--- src/salc_ram.sv ---
// ----------------------------------------------------------------------------
// salc_ram
// Generic single-port RAM with registered read.
// ----------------------------------------------------------------------------
module salc_ram #(
    parameter int WIDTH = 8,
    parameter int DEPTH = 16
) (
    input  logic                     clk,
    input  logic                     we,
    input  logic [$clog2(DEPTH)-1:0] addr,
    input  logic [WIDTH-1:0]         wdata,
    output logic [WIDTH-1:0]         rdata
);
    logic [WIDTH-1:0] mem [DEPTH];

    always_ff @(posedge clk)
    begin
        if (we)
        begin
            mem[addr] <= wdata;
        end
        rdata <= mem[addr];
    end
endmodule

--- config.mk ---
export PLATFORM = sky130hd
export DESIGN_NAME = salc_ram
export DESIGN_NICKNAME = d
export VERILOG_FILES = /design/src/salc_ram.sv
export SDC_FILE = /design/constraint.sdc
export NUM_CORES = 1
export LEC_CHECK = 0
export BUFFER_PORTS_ARGS = -buffer_cell sky130_fd_sc_hd__buf_2
export CELL_PAD_IN_SITES_DETAIL_PLACEMENT = 0
export CELL_PAD_IN_SITES_GLOBAL_PLACEMENT = 1
export CORE_MARGIN = 2
export CORE_UTILIZATION = 50
export CTS_CLUSTER_DIAMETER = 150
export CTS_CLUSTER_SIZE = 14
export DETAILED_ROUTE_END_ITERATION = 10
export GPL_TIMING_DRIVEN = 1
export PLACE_DENSITY = 0.75
export SLEW_MARGIN = 25
export SYNTH_ARGS = -nofsm -noshare
export SYNTH_HDL_FRONTEND = slang
export SYNTH_SLANG_ARGS = --single-unit
--- constraint.sdc ---
create_clock -name clk -period 3.4 [get_ports clk]
set_input_delay 0.34 -clock clk [delete_from_list [all_inputs] [get_ports clk]]
set_output_delay 0.34 -clock clk [all_outputs]
set_load 0.005 [all_outputs]
==> key figures <==
STA
  – Worst Tran Pin Value: 819 ps
  – Final clock skew: 12.7 ps
  – RSZ-0062 raised after global routing: no
  – Max_slew headroom: 45.2%
  – Setup Viol. Count Final: 0
  – Final Hold Fails: 0
  – Fin crit period: 1520 ps
  – Final Cycle Share: 44.7%
  – Slew Viols, Final: 0
  – FMAX: 0.657 GHz
  – Setup TNS: 0 ps

Global routing
  – Global route total overflow: 0
  – First-pass GRT wire length: 14.6 mm
  – Vias in the first global route: 2,569
  – Total track usage: 18.9%
  – Largest net degree at the start of global routing: 32
  – Initial antenna violation count: 0

Critical path
  – Crit. End Element: flip-flop
  – Startpoint types: primary input
  – Kind of critical path: in -> reg
  – Crit-path max FO: 8
  – CP arrival: 1670 ps
  – Worst EP required: 3550 ps

Die
  – Die area: 11,000 um2
  – Die X: 105 um
  – Die height: 105 um
  – # IOs: 22
  – Placeable Area: 9820 um2
  – Cell row count: 36
  – Initial Util: 51.6%

Finish
  – Layout cells sized above 1: 33.8%
  – Finished Layout Cells: 414
  – Layout fillers: 747
  – Layout area overhead: 17.9%
  – Nets: 282
  – Antenna cells: 0

Synth
  – Post-Synthesis Cell Area: 5070 um2
  – Async SR Flop Fraction: 0%
  – Cell count after synthesis: 230
  – #FFs+latches synth: 136
  – Adder-cell share of the synthesized area: 0%
  – Synth Area in Compound Gates: 2.37%
  – Post-synthesis mux area share: 14.2%
  – Syn Area/Cell: 22.0 um2
  – Cell taking the most area after synthesis: edfxtp_1
  – Simple-gate share of the synthesized area: 3.21%
  – Number of synthesized flops with an enable pin: 128
  – Post-Synth XOR/XNOR Area: 0%
  – Yosys warns: 0
  – Ranking of synthesized cells by area: edfxtp_1 (76%), mux4_2 (14%), dfxtp_1 (3.2%)
  – Fraction of the yosys area taken by sequential cells: 79.0%
  – Top cell type's share of synthesized area: 75.9%
  – Synth top cells by count: edfxtp_1 (128), mux4_2 (32), a22oi_1 (16), nor2_1 (13), nand2_1 (9)
  – Main combinational cell family by area after synthesis: multiplexers
  – Syn_nets: 244
  – Number of distinct library cells after synthesis: 18
  – Most numerous cell in the Yosys netlist: edfxtp_1
  – Synth Flop Type: edfxtp_1

Route
  – Via density: 5.54
  – 1st-iter DRT viols: 218
  – DRT Pass-1 Iters: 5
  – Routed wl met3: 492 um
  – DRT antenna net count: 0
  – Remaining DRCs: 0
  – Vias post-DR: 2,293
  – Post-Route WL: 9.09 mm
  – M1 WL: 3.74 mm
  – Met2 WL: 4.73 mm
  – Top layer in use: met4
  – Mean routed wirelength per cell: 22.0 um

Clock tree
  – Clock Sink Count: 136
  – Hold buffer count at cts: 0
  – Largest buffer count on any clock path: 2
  – Post-cts gate resize count: 0
  – Clock latency on the worst-skew pair: 520 ps
  – Clock root cell: clkbuf_8
  – Htree depth: 4
  – CTS buffer count: 17
  – Clk slew on worst S/H paths: 60 ps
  – Post-CTS Setup Repair Bufs: 0
  – CTS tree: done

Placed design
  – I/O Buffers: 21
  – Routability congestion estimate: 0.764
  – DPL Wire Length: 5.69 mm
  – Placed cells: 382

Power and ir drop
  – PwrDens: 660 nW/um2
  – Static leakage: 1.96 nW
  – Maximum vdd drop: 0.341 mV
  – Design Power: 0.00394 W

Run status
  – Status: completed

Min path
  – Hold crit path type: in -> reg

Job
  – Max-cap violations: 0
## final timing paths
check	from	endpoint	slack (ps)	depth (start not counted)
setup / recovery	addr[2]	mem[2][4]	1880	3
hold / removal	wdata[2]	mem[2][2]	210	1
hold reg to reg	mem[14][4]	rdata[4]	670	3
setup reg to reg	mem[1][4]	rdata[4]	2010	3
## layout make-up
| class | instances | area [um2] | share of cell area, % |
|---|---|---|---|
| Clock inverter | 14 | 196 | 3.29 |
| Clock buffer | 18 | 428 | 7.16 |
| Sequential cell | 136 | 4000 | 67.0 |
| Tap cell | 133 | 166 | 2.79 |
| Multi-Input combinational cell | 83 | 1000 | 16.8 |
| Timing Repair Buffer | 30 | 175 | 2.93 |
## worst max-delay path, stage by stage
cell and delay (ps):
buf_2 150, or3b_2 520, nor2_1 650
## through the flow
step	hold slack, ps	instance area, um2	util [%]	setup WS, ps
finish	206	5970	60.8	1880
global route	205	5970	60.8	1640
CTS	191	5970	60.8	1470
detailed placement	664	5350	54.4	927
global placement	654	5350	54.4	929
floorplan	439	5070	-	1570
## flip-flops by register name (all words and copies together) (netlist names)
signal,count
mem,128
rdata,8
## power by group
part / switching (W) / internal, W / leakage, nW
Combinational: 0.0000929 / 0.0000693 / 0.442
Clock: 0.000683 / 0.00121 / 0.298
Sequential: 0.00000978 / 0.00187 / 1.22
## per-layer routing
| layer | up-vias | GRT usage (%) |
|---|---|---|
| li1 | 1035 | - |
| met3 | 9 | 5.61 |
| met2 | 68 | 29.8 |
| met1 | 1181 | 24.4 |
| met4 | 0 | 8.67 |
| met5 | - | 0 |
## layout by cell type (no fill, tap or decap), drive strengths merged, types with 3 or more instances in the layout
master    count
a22oi        16
nor2         13
nor3          4
dfxtp         8
edfxtp      128
clkinvlp      3
clkinv        5
bufinv        4
mux4         32
clkbuf       18
nand2         9
buf          30
## kinds of logic (layout without fill, tap and decap cells)
family,count (synthesis),in the layout
buf+inv,11,62
mux,32,32
simple gates,35,35
compound gates,16,16
flops,136,136
Note: power is estimated with default switching activity, not from simulation.
